### src/rtl/adsr_envelope_evaluator_defines.svh
// ----------------------------------------------------------------------------
// adsr_envelope_evaluator_defines.svh
// Assertion macros shared by the envelope evaluator modules.
// ----------------------------------------------------------------------------
`ifndef ADSR_ENVELOPE_EVALUATOR_DEFINES_SVH
`define ADSR_ENVELOPE_EVALUATOR_DEFINES_SVH

// Same-cycle implication, disabled while reset is asserted
`define ADSR_ASSERT_NOW(label, clk, rstn, ante, cons) \
    label: assert property (@(posedge clk) disable iff (!(rstn)) (ante) |-> (cons)) \
        else $error("adsr: same-cycle check failed");

// Next-cycle implication, disabled while reset is asserted
`define ADSR_ASSERT_NEXT(label, clk, rstn, ante, cons) \
    label: assert property (@(posedge clk) disable iff (!(rstn)) (ante) |=> (cons)) \
        else $error("adsr: next-cycle check failed");

`endif

### src/rtl/adsr_pkg.sv
// ----------------------------------------------------------------------------
// adsr_pkg
// Phase codes, register indexes and fixed constants of the envelope evaluator.
// ----------------------------------------------------------------------------
package adsr_pkg;

    // Width of the phase code on the result channel
    localparam int PHASE_W = 3;

    // Width of the configuration register index
    localparam int CFG_ADDR_W = 3;

    // Reset value of the attack and sustain levels (one half of full scale, Q0.16 at AMP_BITS = 16)
    localparam logic [31:0] HALF_SCALE = 32'h0000_8000;

    // Envelope phase codes
    typedef enum logic [PHASE_W-1:0] {
        PH_DELAY    = 3'd0,
        PH_ATTACK   = 3'd1,
        PH_DECAY    = 3'd2,
        PH_SUSTAIN  = 3'd3,
        PH_RELEASE  = 3'd4,
        PH_FINISHED = 3'd5
    } phase_t;

    // Configuration register indexes
    typedef enum logic [CFG_ADDR_W-1:0] {
        REG_DELAY_END      = 3'd0,
        REG_DELAY_LEVEL    = 3'd1,
        REG_ATTACK_END     = 3'd2,
        REG_ATTACK_LEVEL   = 3'd3,
        REG_DECAY_END      = 3'd4,
        REG_SUSTAIN_LEVEL  = 3'd5,
        REG_RELEASE_LENGTH = 3'd6,
        REG_RELEASE_LEVEL  = 3'd7
    } cfg_reg_t;

endpackage

### src/rtl/adsr_front.sv
// ----------------------------------------------------------------------------
// adsr_front
// Phase decode: picks the envelope segment and forms ramp start, step
// magnitude and direction, numerator and denominator for one transaction.
// ----------------------------------------------------------------------------
`include "adsr_envelope_evaluator_defines.svh"

module adsr_front #(
    parameter int TIME_BITS = 24,
    parameter int AMP_BITS  = 16
) (
    input  logic                  aclk,
    input  logic                  aresetn,
    // upstream side
    input  logic                  in_valid,
    output logic                  in_ready,
    input  logic [TIME_BITS-1:0]  in_time,
    input  logic [TIME_BITS-1:0]  in_length,
    // breakpoints and levels
    input  logic [TIME_BITS-1:0]  delay_end,
    input  logic [AMP_BITS-1:0]   delay_level,
    input  logic [TIME_BITS-1:0]  attack_end,
    input  logic [AMP_BITS-1:0]   attack_level,
    input  logic [TIME_BITS-1:0]  decay_end,
    input  logic [AMP_BITS-1:0]   sustain_level,
    input  logic [TIME_BITS-1:0]  release_length,
    input  logic [AMP_BITS-1:0]   release_level,
    // downstream side
    output logic                  out_valid,
    input  logic                  out_ready,
    output adsr_pkg::phase_t      out_phase,
    output logic [AMP_BITS-1:0]   out_base,
    output logic                  out_neg,
    output logic [AMP_BITS-1:0]   out_mag,
    output logic [TIME_BITS-1:0]  out_num,
    output logic [TIME_BITS-1:0]  out_den
);

    logic                  valid_reg;
    adsr_pkg::phase_t      phase_reg, phase_next;
    logic [AMP_BITS-1:0]   base_reg, base_next;
    logic                  neg_reg, neg_next;
    logic [AMP_BITS-1:0]   mag_reg, mag_next;
    logic [TIME_BITS-1:0]  num_reg, num_next;
    logic [TIME_BITS-1:0]  den_reg, den_next;

    logic [AMP_BITS-1:0]   target;
    logic [TIME_BITS-1:0]  dur_eff;
    logic [TIME_BITS:0]    rel_end;
    logic                  load;

    // Take a new transaction when empty or when the held one moves on
    assign in_ready = !valid_reg || out_ready;
    assign load     = in_valid && in_ready;

    // Raise the note length to the decay end and form the release end unwrapped
    assign dur_eff = (in_length < decay_end) ? decay_end : in_length;
    assign rel_end = {1'b0, dur_eff} + {1'b0, release_length};

    // Select the segment; flat segments get a zero step over a unit span
    always_comb begin
        phase_next = adsr_pkg::PH_FINISHED;
        base_next  = '0;
        target     = '0;
        num_next   = '0;
        den_next   = TIME_BITS'(1);
        if (in_time < delay_end) begin
            phase_next = adsr_pkg::PH_DELAY;
        end else if (in_time < attack_end) begin
            phase_next = adsr_pkg::PH_ATTACK;
            base_next  = delay_level;
            target     = attack_level;
            num_next   = in_time - delay_end;
            den_next   = attack_end - delay_end;
        end else if (in_time < decay_end) begin
            phase_next = adsr_pkg::PH_DECAY;
            base_next  = attack_level;
            target     = sustain_level;
            num_next   = in_time - attack_end;
            den_next   = decay_end - attack_end;
        end else if (in_time < dur_eff) begin
            phase_next = adsr_pkg::PH_SUSTAIN;
            base_next  = sustain_level;
            target     = sustain_level;
        end else if ({1'b0, in_time} < rel_end) begin
            phase_next = adsr_pkg::PH_RELEASE;
            base_next  = sustain_level;
            target     = release_level;
            num_next   = in_time - dur_eff;
            den_next   = release_length;
        end
    end

    // Split the level difference into direction and magnitude
    assign neg_next = target < base_next;
    assign mag_next = neg_next ? (base_next - target) : (target - base_next);

    // Hold the valid flag
    always_ff @(posedge aclk) begin
        if (!aresetn) begin
            valid_reg <= 1'b0;
        end else if (in_ready) begin
            valid_reg <= in_valid;
        end
    end

    // Capture the payload
    always_ff @(posedge aclk) begin
        if (load) begin
            phase_reg <= phase_next;
            base_reg  <= base_next;
            neg_reg   <= neg_next;
            mag_reg   <= mag_next;
            num_reg   <= num_next;
            den_reg   <= den_next;
        end
    end

    assign out_valid = valid_reg;
    assign out_phase = phase_reg;
    assign out_base  = base_reg;
    assign out_neg   = neg_reg;
    assign out_mag   = mag_reg;
    assign out_num   = num_reg;
    assign out_den   = den_reg;

    // Every span handed to the divider is nonzero and exceeds its numerator
    `ADSR_ASSERT_NOW(a_front_num_below_den, aclk, aresetn, valid_reg, num_reg < den_reg)

endmodule

### src/rtl/adsr_div_cell.sv
// ----------------------------------------------------------------------------
// adsr_div_cell
// One restoring-division cell: shifts in one dividend bit, trial-subtracts
// the span and produces one quotient bit, then hands on to the next cell.
// ----------------------------------------------------------------------------
`include "adsr_envelope_evaluator_defines.svh"

module adsr_div_cell #(
    parameter int TIME_BITS = 24,
    parameter int AMP_BITS  = 16,
    parameter int SIDE_W    = 20
) (
    input  logic                  aclk,
    input  logic                  aresetn,
    input  logic                  in_valid,
    output logic                  in_ready,
    input  logic [TIME_BITS-1:0]  in_rem,
    input  logic [AMP_BITS-1:0]   in_lq,
    input  logic [TIME_BITS-1:0]  in_den,
    input  logic [SIDE_W-1:0]     in_side,
    output logic                  out_valid,
    input  logic                  out_ready,
    output logic [TIME_BITS-1:0]  out_rem,
    output logic [AMP_BITS-1:0]   out_lq,
    output logic [TIME_BITS-1:0]  out_den,
    output logic [SIDE_W-1:0]     out_side
);

    logic                  valid_reg;
    logic [TIME_BITS-1:0]  rem_reg, rem_next;
    logic [AMP_BITS-1:0]   lq_reg, lq_next;
    logic [TIME_BITS-1:0]  den_reg;
    logic [SIDE_W-1:0]     side_reg;

    logic [TIME_BITS:0]    trial;
    logic [TIME_BITS:0]    diff;
    logic                  fits;

    assign in_ready = !valid_reg || out_ready;

    // Shift the next dividend bit into the remainder and trial-subtract
    assign trial    = {in_rem, in_lq[AMP_BITS-1]};
    assign diff     = trial - {1'b0, in_den};
    assign fits     = !diff[TIME_BITS];
    assign rem_next = fits ? diff[TIME_BITS-1:0] : trial[TIME_BITS-1:0];
    assign lq_next  = {in_lq[AMP_BITS-2:0], fits};

    // Hold the valid flag
    always_ff @(posedge aclk) begin
        if (!aresetn) begin
            valid_reg <= 1'b0;
        end else if (in_ready) begin
            valid_reg <= in_valid;
        end
    end

    // Advance the payload
    always_ff @(posedge aclk) begin
        if (in_valid && in_ready) begin
            rem_reg  <= rem_next;
            lq_reg   <= lq_next;
            den_reg  <= in_den;
            side_reg <= in_side;
        end
    end

    assign out_valid = valid_reg;
    assign out_rem   = rem_reg;
    assign out_lq    = lq_reg;
    assign out_den   = den_reg;
    assign out_side  = side_reg;

    // The partial remainder always stays below the divisor
    `ADSR_ASSERT_NOW(a_cell_rem_below_den, aclk, aresetn, valid_reg, rem_reg < den_reg)

endmodule

### src/rtl/adsr_envelope_evaluator.sv
// ----------------------------------------------------------------------------
// adsr_envelope_evaluator
// Piecewise linear delay/attack/decay/sustain/release envelope, evaluated
// per sample time through a phase decode, a multiply and a division chain.
// ----------------------------------------------------------------------------
//  channel  | direction | payload
//  s_axis   | in        | tdata: sample_time, note_length
//  m_axis   | out       | tdata: amplitude; tuser: phase_code
//  cfg      | in        | cfg_addr selects register, cfg_wdata value
//
// One transaction per clock is taken and one result per clock is given while
// m_axis_tready is high. Stages: phase decode, multiply, one division cell
// per quotient bit (AMP_BITS cells), and the output register.
// Every stage holds its own valid flag, so an empty stage fills even while
// the result register is stalled; s_axis_tready falls only when all are full.
// aresetn clears all valid flags and loads the register reset values.
// ----------------------------------------------------------------------------
`include "adsr_envelope_evaluator_defines.svh"

module adsr_envelope_evaluator #(
    parameter int TIME_BITS = 24,
    parameter int AMP_BITS  = 16
) (
    input  logic                                   aclk,
    input  logic                                   aresetn,
    // configuration
    input  logic                                   cfg_wr_en,
    input  logic [adsr_pkg::CFG_ADDR_W-1:0]        cfg_addr,
    input  logic [((TIME_BITS > AMP_BITS) ? TIME_BITS : AMP_BITS)-1:0] cfg_wdata,
    // input stream
    input  logic                                   s_axis_tvalid,
    output logic                                   s_axis_tready,
    // tdata: [TIME_BITS-1:0] sample_time, [2*TIME_BITS-1:TIME_BITS] note_length
    input  logic [((2*TIME_BITS+7)/8)*8-1:0]       s_axis_tdata,
    // result stream
    output logic                                   m_axis_tvalid,
    input  logic                                   m_axis_tready,
    // tdata: [AMP_BITS-1:0] amplitude
    output logic [((AMP_BITS+7)/8)*8-1:0]          m_axis_tdata,
    // tuser: [2:0] phase_code
    output logic [adsr_pkg::PHASE_W-1:0]           m_axis_tuser
);

    localparam int OUT_W  = ((AMP_BITS + 7) / 8) * 8;
    localparam int PROD_W = AMP_BITS + TIME_BITS;
    localparam int SIDE_W = adsr_pkg::PHASE_W + 1 + AMP_BITS;

    // Configuration registers
    logic [TIME_BITS-1:0] delay_end_reg;
    logic [AMP_BITS-1:0]  delay_level_reg;
    logic [TIME_BITS-1:0] attack_end_reg;
    logic [AMP_BITS-1:0]  attack_level_reg;
    logic [TIME_BITS-1:0] decay_end_reg;
    logic [AMP_BITS-1:0]  sustain_level_reg;
    logic [TIME_BITS-1:0] release_length_reg;
    logic [AMP_BITS-1:0]  release_level_reg;

    // Write one register per enabled cycle
    always_ff @(posedge aclk) begin
        if (!aresetn) begin
            delay_end_reg      <= '0;
            delay_level_reg    <= '0;
            attack_end_reg     <= '0;
            attack_level_reg   <= adsr_pkg::HALF_SCALE[AMP_BITS-1:0];
            decay_end_reg      <= '0;
            sustain_level_reg  <= adsr_pkg::HALF_SCALE[AMP_BITS-1:0];
            release_length_reg <= '0;
            release_level_reg  <= '0;
        end else if (cfg_wr_en) begin
            case (adsr_pkg::cfg_reg_t'(cfg_addr))
                adsr_pkg::REG_DELAY_END:      delay_end_reg      <= cfg_wdata[TIME_BITS-1:0];
                adsr_pkg::REG_DELAY_LEVEL:    delay_level_reg    <= cfg_wdata[AMP_BITS-1:0];
                adsr_pkg::REG_ATTACK_END:     attack_end_reg     <= cfg_wdata[TIME_BITS-1:0];
                adsr_pkg::REG_ATTACK_LEVEL:   attack_level_reg   <= cfg_wdata[AMP_BITS-1:0];
                adsr_pkg::REG_DECAY_END:      decay_end_reg      <= cfg_wdata[TIME_BITS-1:0];
                adsr_pkg::REG_SUSTAIN_LEVEL:  sustain_level_reg  <= cfg_wdata[AMP_BITS-1:0];
                adsr_pkg::REG_RELEASE_LENGTH: release_length_reg <= cfg_wdata[TIME_BITS-1:0];
                adsr_pkg::REG_RELEASE_LEVEL:  release_level_reg  <= cfg_wdata[AMP_BITS-1:0];
                default: begin
                end
            endcase
        end
    end

    // Phase decode stage
    logic                  fr_valid, fr_ready;
    adsr_pkg::phase_t      fr_phase;
    logic [AMP_BITS-1:0]   fr_base;
    logic                  fr_neg;
    logic [AMP_BITS-1:0]   fr_mag;
    logic [TIME_BITS-1:0]  fr_num;
    logic [TIME_BITS-1:0]  fr_den;

    adsr_front #(
        .TIME_BITS (TIME_BITS),
        .AMP_BITS  (AMP_BITS)
    ) u_front (
        .aclk           (aclk),
        .aresetn        (aresetn),
        .in_valid       (s_axis_tvalid),
        .in_ready       (s_axis_tready),
        .in_time        (s_axis_tdata[TIME_BITS-1:0]),
        .in_length      (s_axis_tdata[2*TIME_BITS-1:TIME_BITS]),
        .delay_end      (delay_end_reg),
        .delay_level    (delay_level_reg),
        .attack_end     (attack_end_reg),
        .attack_level   (attack_level_reg),
        .decay_end      (decay_end_reg),
        .sustain_level  (sustain_level_reg),
        .release_length (release_length_reg),
        .release_level  (release_level_reg),
        .out_valid      (fr_valid),
        .out_ready      (fr_ready),
        .out_phase      (fr_phase),
        .out_base       (fr_base),
        .out_neg        (fr_neg),
        .out_mag        (fr_mag),
        .out_num        (fr_num),
        .out_den        (fr_den)
    );

    // Multiply stage: step magnitude times elapsed samples
    logic                  mul_valid_reg;
    logic [PROD_W-1:0]     mul_prod_reg;
    logic [TIME_BITS-1:0]  mul_den_reg;
    logic [SIDE_W-1:0]     mul_side_reg;

    // Division chain links, one per cell boundary
    logic                  ch_valid [0:AMP_BITS];
    logic                  ch_ready [0:AMP_BITS];
    logic [TIME_BITS-1:0]  ch_rem   [0:AMP_BITS];
    logic [AMP_BITS-1:0]   ch_lq    [0:AMP_BITS];
    logic [TIME_BITS-1:0]  ch_den   [0:AMP_BITS];
    logic [SIDE_W-1:0]     ch_side  [0:AMP_BITS];

    assign fr_ready = !mul_valid_reg || ch_ready[0];

    always_ff @(posedge aclk) begin
        if (!aresetn) begin
            mul_valid_reg <= 1'b0;
        end else if (fr_ready) begin
            mul_valid_reg <= fr_valid;
        end
    end

    always_ff @(posedge aclk) begin
        if (fr_valid && fr_ready) begin
            mul_prod_reg <= {{TIME_BITS{1'b0}}, fr_mag} * {{AMP_BITS{1'b0}}, fr_num};
            mul_den_reg  <= fr_den;
            mul_side_reg <= {fr_phase, fr_neg, fr_base};
        end
    end

    // Upper product bits seed the remainder, lower bits shift in per cell
    assign ch_valid[0] = mul_valid_reg;
    assign ch_rem[0]   = mul_prod_reg[PROD_W-1:AMP_BITS];
    assign ch_lq[0]    = mul_prod_reg[AMP_BITS-1:0];
    assign ch_den[0]   = mul_den_reg;
    assign ch_side[0]  = mul_side_reg;

    for (genvar i = 0; i < AMP_BITS; i++) begin : g_cell
        adsr_div_cell #(
            .TIME_BITS (TIME_BITS),
            .AMP_BITS  (AMP_BITS),
            .SIDE_W    (SIDE_W)
        ) u_cell (
            .aclk      (aclk),
            .aresetn   (aresetn),
            .in_valid  (ch_valid[i]),
            .in_ready  (ch_ready[i]),
            .in_rem    (ch_rem[i]),
            .in_lq     (ch_lq[i]),
            .in_den    (ch_den[i]),
            .in_side   (ch_side[i]),
            .out_valid (ch_valid[i+1]),
            .out_ready (ch_ready[i+1]),
            .out_rem   (ch_rem[i+1]),
            .out_lq    (ch_lq[i+1]),
            .out_den   (ch_den[i+1]),
            .out_side  (ch_side[i+1])
        );
    end

    // Output stage: apply the quotient to the ramp start
    logic                  out_valid_reg;
    logic [AMP_BITS-1:0]   out_amp_reg, out_amp_next;
    adsr_pkg::phase_t      out_phase_reg;
    logic [AMP_BITS-1:0]   q_base;
    logic                  q_neg;
    logic [AMP_BITS-1:0]   quot;

    assign q_base       = ch_side[AMP_BITS][AMP_BITS-1:0];
    assign q_neg        = ch_side[AMP_BITS][AMP_BITS];
    assign quot         = ch_lq[AMP_BITS];
    assign out_amp_next = q_neg ? (q_base - quot) : (q_base + quot);

    assign ch_ready[AMP_BITS] = !out_valid_reg || m_axis_tready;

    always_ff @(posedge aclk) begin
        if (!aresetn) begin
            out_valid_reg <= 1'b0;
        end else if (ch_ready[AMP_BITS]) begin
            out_valid_reg <= ch_valid[AMP_BITS];
        end
    end

    always_ff @(posedge aclk) begin
        if (ch_valid[AMP_BITS] && ch_ready[AMP_BITS]) begin
            out_amp_reg   <= out_amp_next;
            out_phase_reg <= adsr_pkg::phase_t'(ch_side[AMP_BITS][SIDE_W-1:AMP_BITS+1]);
        end
    end

    assign m_axis_tvalid = out_valid_reg;
    assign m_axis_tdata  = OUT_W'(out_amp_reg);
    assign m_axis_tuser  = out_phase_reg;

    // Silent phases carry zero amplitude
    `ADSR_ASSERT_NOW(a_top_silent_zero, aclk, aresetn,
        m_axis_tvalid && (out_phase_reg == adsr_pkg::PH_DELAY ||
                          out_phase_reg == adsr_pkg::PH_FINISHED),
        out_amp_reg == '0)

    // Input backpressure only when the whole chain, result included, is full
    `ADSR_ASSERT_NOW(a_top_stall_full, aclk, aresetn, !s_axis_tready, m_axis_tvalid)

    // A stalled result stays valid in the next cycle
    `ADSR_ASSERT_NEXT(a_top_result_kept, aclk, aresetn,
        m_axis_tvalid && !m_axis_tready, m_axis_tvalid)

endmodule
### config.mk
export PLATFORM = sky130hd
export DESIGN_NAME = adsr_envelope_evaluator
export DESIGN_NICKNAME = d
export VERILOG_FILES = /design/src/rtl/adsr_pkg.sv /design/src/rtl/adsr_front.sv /design/src/rtl/adsr_div_cell.sv /design/src/rtl/adsr_envelope_evaluator.sv
export VERILOG_INCLUDE_DIRS = /design/src /design/src/rtl
export SDC_FILE = /design/constraint.sdc
export NUM_CORES = 2
export LEC_CHECK = 0
export ABC_AREA = 1
export BUFFER_PORTS_ARGS = -buffer_cell sky130_fd_sc_hd__buf_2
export CAP_MARGIN = 40
export CORE_AREA = 2 2 597 302
export CTS_BUF_LIST = sky130_fd_sc_hd__clkbuf_8 sky130_fd_sc_hd__clkbuf_16
export CTS_CLUSTER_DIAMETER = 80
export DETAILED_ROUTE_END_ITERATION = 16
export DIE_AREA = 0 0 599 304
export PLACE_DENSITY = 0.73
export SLEW_MARGIN = 5
export SYNTH_ARGS = -nofsm -noshare
export SYNTH_HDL_FRONTEND = slang
export SYNTH_SLANG_ARGS = --single-unit
### constraint.sdc
create_clock -name aclk -period 8.6 [get_ports aclk]
set_clock_uncertainty 0.05 [all_clocks]
set_input_delay 0.86 -clock aclk [delete_from_list [all_inputs] [get_ports aclk]]
set_output_delay 0.86 -clock aclk [all_outputs]
set_load 0.02 [all_outputs]
# == Word-level counts from Yosys, hierarchy flattened ==
# Cells that the tools add are included.
# word_totals
ff_bits,1662
ram_bits,0
inputBits,80
latchBits,0
mem_count,0
output_inout_bits,21
romBits,0
elab_cells,267
# op_classes
n_reduce_logical,84
shifts,0
n_mul,1
n_mux,40
add_sub_neg,26
n_div,0
n_lt_le_gt_ge,7
n_eq_ne,7
n_bitwise,0
# ops
op,count
two-way mux 24 bit,24
subtractor 25 x 24 -> 25 bit,16
two-way mux 16 bit,12
less-than comparator 24 bit,5
subtractor 24 bit,5
subtractor 16 bit,3
multiplier 16 x 24 -> 40 bit,1
zero test 1 bit,35
adder 24 x 24 -> 25 bit,1
less-than comparator 24 x 25 -> 1 bit,1
logical AND 1 bit,19
logical OR 1 bit,19
adder 16 bit,1
less-than comparator 16 bit,1
AND reduction 2 bit,8
== test 3 bit (second input constant),4
== test 3 x 2 -> 1 bit (second input constant),2
two-way mux 2 bit,2
OR reduction 4 bit,1
== test 3 x 1 -> 1 bit (second input constant),1
zero test 3 bit,1
two-way mux 1 bit,2
OR reduction 2 bit,1

# == Depth between registers and ports, before layout ==
# logic_depth
ltp_word,21
depth_mapped,58
mapped_depth_nobuf,55

# == By module ==
# A second synthesis with hierarchy kept.
# unflattened
hier_cells,14576
hier_area_um2,118765.2
# modules_own_cells
mod,seq_area_each_um2,cells_per_inst,area_per_inst_um2,n_inst
adsr_div_cell,2542.4,594,5042.3,16
adsr_envelope_evaluator,6336.1,2914,23313.6,1
adsr_front,2542.4,2158,14774.2,1

# == Least setup slack after synthesis ==
# OpenSTA, ideal clock, no wires.
# synth_path
kind,input -> register
start,input s_axis_tdata[35]
end,register u_front.mag_reg[10] (netlist: u_front.out_mag[10]) (data pin)
stages,52
setup_time_ns,0.252
path_slack_ns,0.581
path_buffers,5
arrival_time_ns,7.717
required_time_ns,8.298
path_cell_list,ha_1 -> nand2_1 -> o21ai_0 -> a21oi_1 -> o211ai_1 -> a21oi_1 -> or3_1 -> o2111ai_1 -> clkbuf_1 -> clkbuf_1 -> o21ai_0 -> ha_1 -> fa_1 -> nand2_1 -> nand2_1 -> nand2_1 -> inv_2 -> nand2_2 -> [16 not listed] -> inv_1 -> nor2_1 -> inv_1 -> clkbuf_1 -> o221ai_1 -> inv_1 -> nor3_1 -> ha_1 -> clkbuf_1 -> inv_1 -> o21ai_0 -> a21oi_1 -> nor2_1 -> a211oi_1 -> nand2_4 -> buf_4 -> nand2_1 -> nand2_1
# synth_between
elab_chain_len,11
word_cells_on_any_way,19
classes_between,3 x add/sub; 4 x order compare; 12 x mux
# synth_rtl
item,line,rtl
"start, declared",adsr_envelope_evaluator.sv:34,"input logic [((2*TIME_BITS+7)/8)*8-1:0] s_axis_tdata,"
less-than comparator 24 bit,adsr_front.sv:57,assign dur_eff = (in_length < decay_end) ? decay_end : in_length;
two-way mux 24 bit *,adsr_front.sv:57,
adder 24 x 24 -> 25 bit,adsr_front.sv:58,"assign rel_end = {1'b0, dur_eff} + {1'b0, release_length};"
less-than comparator 24 x 25 -> 1 bit,adsr_front.sv:85,"end else if ({1'b0, in_time} < rel_end) begin"
two-way mux 16 bit,adsr_front.sv:85,
two-way mux 16 bit,adsr_front.sv:81,end else if (in_time < dur_eff) begin
two-way mux 16 bit,adsr_front.sv:75,end else if (in_time < decay_end) begin
two-way mux 16 bit,adsr_front.sv:69,end else if (in_time < attack_end) begin
two-way mux 16 bit,adsr_front.sv:67,if (in_time < delay_end) begin
subtractor 16 bit or less-than comparator 16 bit (tied branches),"adsr_front.sv:96, adsr_front.sv:95",
two-way mux 16 bit *,adsr_front.sv:96,assign mag_next = neg_next ? (base_next - target) : (target - base_next);
named net u_front.mag_next[10],adsr_front.sv:43,"logic [AMP_BITS-1:0] mag_reg, mag_next;"
"end signal, assigned",adsr_front.sv:113,mag_reg <= mag_next;
"end, declared",adsr_front.sv:43,
# Mark *: on every way through the listed nets, which the timed path passes. The rest lies on a longest branch.
# A chain may end at the register's enable or synchronous reset.

# == Worst setup path after layout ==
# layout_path
start,register decay_end_reg[1]
end,register u_front.mag_reg[15] (netlist: u_front.out_mag[15]) (data pin)
# layout_between
elab_chain_len,11
word_cells_on_any_way,20
classes_between,3 x add/sub; 5 x order compare; 12 x mux
# layout_rtl
item,line,rtl
"start, declared",adsr_envelope_evaluator.sv:53,logic [TIME_BITS-1:0] decay_end_reg;
"start signal, assigned",adsr_envelope_evaluator.sv:75,adsr_pkg::REG_DECAY_END: decay_end_reg <= cfg_wdata[TIME_BITS-1:0];
less-than comparator 24 bit,adsr_front.sv:57,
two-way mux 24 bit,adsr_front.sv:57,
adder 24 x 24 -> 25 bit,adsr_front.sv:58,
less-than comparator 24 x 25 -> 1 bit,adsr_front.sv:85,
two-way mux 16 bit,adsr_front.sv:85,
two-way mux 16 bit,adsr_front.sv:81,
two-way mux 16 bit,adsr_front.sv:75,
two-way mux 16 bit,adsr_front.sv:69,
two-way mux 16 bit,adsr_front.sv:67,
subtractor 16 bit or less-than comparator 16 bit (tied branches),"adsr_front.sv:96, adsr_front.sv:95",
two-way mux 16 bit *,adsr_front.sv:96,
named net u_front.mag_next[15],adsr_front.sv:43,
# Marks and branches as above.

==> results.txt <==
The run gives 283000 um as the total wire length. Shortest period the worst path allows: 8.16 ns. TritonCTS built the clock tree. The area growth from synthesis to layout is 12.3%. The net count reported at finish is 11224, and the worst-skew pair later-pin latency is 0.84 ns. The fraction of layout instances using a drive strength above 1 is 9.75%, and the count of routing violations after the opening detailed-route iteration is 9648. The run gives 0.998 as the final estimated routing congestion in global placement. The tools report the nature of the critical path endpoint as a flip-flop.

The number of distinct library cells after synthesis was 65; the H-tree depth was 4. Counting flops and latches in the post-synthesis netlist gives 1662. The fraction of registers with async set or reset after synthesis was 0%; the global-route wire length before repair was 426000 um.

The total routing usage reported by global routing came out at 31.0%. The setup path with the least slack is of type flip-flop to flip-flop. The via count of the first global-routing pass came out at 68141. The part of the cycle the worst path needs is 94.9%, and the top-level port count is 101.

The slew at the pin with the worst max-slew slack works out to 1.02 ns. The pin count of the biggest net entering global routing is 70, and the number of placed instances, taps included is 12298. In the final layout, flip-flops and latches occupy 48100 um2. The clock drives 1662 sinks. Counting cells, the worst reg-to-reg path comes to 61. The routed via count is 72040, and the required time at the worst-slack endpoint is 9.09 ns. The type of origin of the critical path is a flip-flop. Clock slew at the register clock pins of the worst setup and hold paths: 0.07 ns. The arrival time of data at the critical path endpoint was 8.65 ns. The final core utilization was 61.1%; the die height was 304 um.

The average instance in the mapped netlist occupies 10.0 um2. The area of the mapped netlist was 96700 um2. The final antenna-violating net count is 0. The worst min-delay path category is input port to flip-flop. Global routing finished with a remaining overflow of 0. The number of stages on the worst setup path was 61; the headroom to the max-slew limit was 31.4%. Number of flops mapped to enable cells by yosys: 1483. The most numerous cell type found on the critical path is sky130_fd_sc_hd__buf_4. Once the floorplan was initialized, standard cells occupied 54.4% of the core. After the flow finishes, the layout carries non-filler instances totaling 12589.

The region available for standard cell placement spans 178000 um2. For the number of buffers inserted by hold repair at cts, the log shows 0. Summed over all nets, the half-perimeter wirelength after detailed placement is 222000 um. The flow ran to the end, and the final reports show no timing, DRC or antenna violations.

In this run the deepest clock path goes through 4 buffers. The number of nets handed over by synthesis was 10804. Setup violations remaining at the end of the flow were counted as 0. The run gives 153 as the total CTS buffers. Summing all multi-input logic gate instances after layout gives 42600 um2.

Buffers placed on the I/O ports in this run total 100. The maximum fanout encountered on the critical timing path was 7. For the number of hold violations in the final report, the log shows 0. The initialized floorplan defines 110 standard-cell rows.

The cell type group with the largest total delay on the critical path was buffers and inverters. Synthesis produced 9643 cells. The detailed-route vias per instance works out to 5.72. The horizontal extent of the die came out at 599 um. The number of warnings reported in the yosys synthesis log was 0.

The tool flagged a number of max-cap violations equal to 0. The run gives 12 as the initial antenna violation count. The most used flip-flop cell after synthesis was sky130_fd_sc_hd__edfxtp_1.

Counting both buffers and inverters, the worst setup path holds a total of 19. The run gives 0.123 GHz as the maximum achievable frequency. Dividing the detail-routed wire length by the instance count gives 22.5 um. For the max-slew violation count, the log shows 0. The tools report the portion of the post-synthesis area used by sequential elements as 49.7%. For this run, the detailed router's first-pass iteration total came to 6. Counting instances, the worst hold path has a depth of 4. The delay contributed by the slowest stage of the critical path came out at 0.33 ns.

The slowest stage of the critical path belongs to the cell sky130_fd_sc_hd__dfxtp_2. The tree is rooted in a sky130_fd_sc_hd__clkbuf_16. The logs give 14417 for the number of fillers in the final layout and 182000 um2 for the die area. The tools report the post-detailed-route DRC marker count as 0.
-- layout by cell type (no fill, tap or decap), types with 16 or more instances in the layout --
cell / n
sky130_fd_sc_hd__a21o_1: 34
sky130_fd_sc_hd__xor2_1: 276
sky130_fd_sc_hd__o221ai_1: 32
sky130_fd_sc_hd__clkinv_1: 25
sky130_fd_sc_hd__buf_2: 100
sky130_fd_sc_hd__buf_4: 384
sky130_fd_sc_hd__a31oi_1: 64
sky130_fd_sc_hd__nand4_1: 52
sky130_fd_sc_hd__bufinv_16: 20
sky130_fd_sc_hd__o21bai_1: 45
sky130_fd_sc_hd__a21oi_2: 39
sky130_fd_sc_hd__edfxtp_1: 1483
sky130_fd_sc_hd__a21oi_1: 960
sky130_fd_sc_hd__fa_1: 328
sky130_fd_sc_hd__or2_2: 17
sky130_fd_sc_hd__dfxtp_1: 178
sky130_fd_sc_hd__nand3_1: 161
sky130_fd_sc_hd__clkinv_2: 34
sky130_fd_sc_hd__o211ai_1: 26
sky130_fd_sc_hd__nor4_1: 16
sky130_fd_sc_hd__nand2_2: 39
sky130_fd_sc_hd__nand2_1: 1679
sky130_fd_sc_hd__ha_1: 735
sky130_fd_sc_hd__xnor2_1: 222
sky130_fd_sc_hd__nor3_1: 50
sky130_fd_sc_hd__o21ai_1: 62
sky130_fd_sc_hd__o21ai_0: 648
sky130_fd_sc_hd__inv_1: 1520
sky130_fd_sc_hd__nor2_1: 507
sky130_fd_sc_hd__o21a_1: 17
sky130_fd_sc_hd__clkbuf_16: 159
-- cells by family (layout without fill, tap and decap cells) --
| family | after synthesis | after routing | share of synthesized area, % |
|---|---|---|---|
| xor+xnor | 502 | 502 | 4.54 |
| simple gates | 2588 | 2588 | 10.8 |
| compound gates | 2025 | 2025 | 11.3 |
| other cells | 0 | 3 | 0 |
| buf+inv | 1785 | 2320 | 7.03 |
| fa+ha+maj | 1081 | 1081 | 16.5 |
| flops | 1662 | 1662 | 49.7 |
-- layer usage --
| layer | up-vias | global-route usage, % | part of all wire [%] |
|---|---|---|---|
| met2 | 4068 | 34.5 | 33 |
| met3 | 261 | 13.2 | 17 |
| met4 | 6 | 3.77 | 1.1 |
| li1 | 33291 | - | - |
| met5 | - | 0 | 0.016 |
| met1 | 34414 | 53.7 | 49 |
-- per-stage QoR --
stage / instance area, um2 / setup slack, ns / setup TNS (ns) / hold slack (ns)
after floorplan: 96700 / 0.581 / 0 / 0.350
after global placement: 102000 / -0.784 / -11.90 / 0.351
after detailed placement: 103000 / -0.765 / -11.59 / 0.355
after CTS: 108000 / 0.0114 / 0 / 0.193
after global routing: 109000 / -0.0173 / -0.0396 / 0.207
final: 109000 / 0.442 / 0 / 0.241
-- repair_timing --
action                     CTS  global route
pin swaps                    4            46
buffers inserted             1            14
cloned                       0             2
setup endpoints to repair   16            16
gates resized for setup     20           152
-- cell usage after synthesis, types with 9 or more instances --
cell type | count | area share (%)
sky130_fd_sc_hd__a211oi_1 | 15 | 0.12
sky130_fd_sc_hd__a31oi_1 | 65 | 0.42
sky130_fd_sc_hd__o21ai_0 | 671 | 3.5
sky130_fd_sc_hd__or2_2 | 17 | 0.11
sky130_fd_sc_hd__o221ai_1 | 38 | 0.34
sky130_fd_sc_hd__a21o_1 | 34 | 0.26
sky130_fd_sc_hd__nand2_1 | 1702 | 6.6
sky130_fd_sc_hd__inv_1 | 1516 | 5.9
sky130_fd_sc_hd__fa_1 | 330 | 6.8
sky130_fd_sc_hd__o21ai_1 | 49 | 0.25
sky130_fd_sc_hd__xor2_1 | 278 | 2.5
sky130_fd_sc_hd__nor2_2 | 9 | 0.058
sky130_fd_sc_hd__clkbuf_1 | 198 | 0.77
sky130_fd_sc_hd__edfxtp_1 | 1483 | 46
sky130_fd_sc_hd__buf_2 | 39 | 0.20
sky130_fd_sc_hd__nand3_1 | 161 | 0.83
sky130_fd_sc_hd__o21bai_1 | 46 | 0.36
sky130_fd_sc_hd__nand4_1 | 52 | 0.34
sky130_fd_sc_hd__xnor2_1 | 224 | 2.0
sky130_fd_sc_hd__o211ai_1 | 26 | 0.20
sky130_fd_sc_hd__o21a_1 | 17 | 0.13
sky130_fd_sc_hd__nand2_2 | 20 | 0.13
sky130_fd_sc_hd__nor3_1 | 66 | 0.34
sky130_fd_sc_hd__inv_2 | 10 | 0.039
sky130_fd_sc_hd__a21oi_2 | 14 | 0.13
sky130_fd_sc_hd__ha_1 | 751 | 9.7
sky130_fd_sc_hd__nor4_1 | 18 | 0.12
sky130_fd_sc_hd__dfxtp_1 | 179 | 3.7
sky130_fd_sc_hd__nor2_1 | 514 | 2.0
sky130_fd_sc_hd__a21oi_1 | 991 | 5.1
-- worst min-delay path, delay by kind of cell --
kind,cells,cell delay (ns)
AOI/OAI and AO/OA,1,0.05
buffers and inverters,2,0.13
and+or+nand+nor,1,0.04
-- layout make-up --
cell class | count | area share [%]
sequential | 1662 | 44.3
multi-input combinational | 6196 | 39.2
inverter | 1532 | 5.31
tap | 2408 | 2.77
clock inverter | 110 | 1.01
timing repair buffer | 518 | 3.73
clock buffer | 160 | 3.65
antenna | 3 | 0.00691
-- final timing paths --
check                           startpoint                        endpoint  slack, ns
max                       decay_end_reg[1]             u_front.out_mag[15]       0.44
min                          m_axis_tready                   m_axis_tvalid       0.24
max reg2reg               decay_end_reg[1]             u_front.out_mag[15]       0.44
min reg2reg  g_cell[9].u_cell.out_side[15]  g_cell[10].u_cell.out_side[15]       0.34
Power is not shown: default switching activity piles up to over one toggle a cycle in this logic, so the estimate is an artifact.
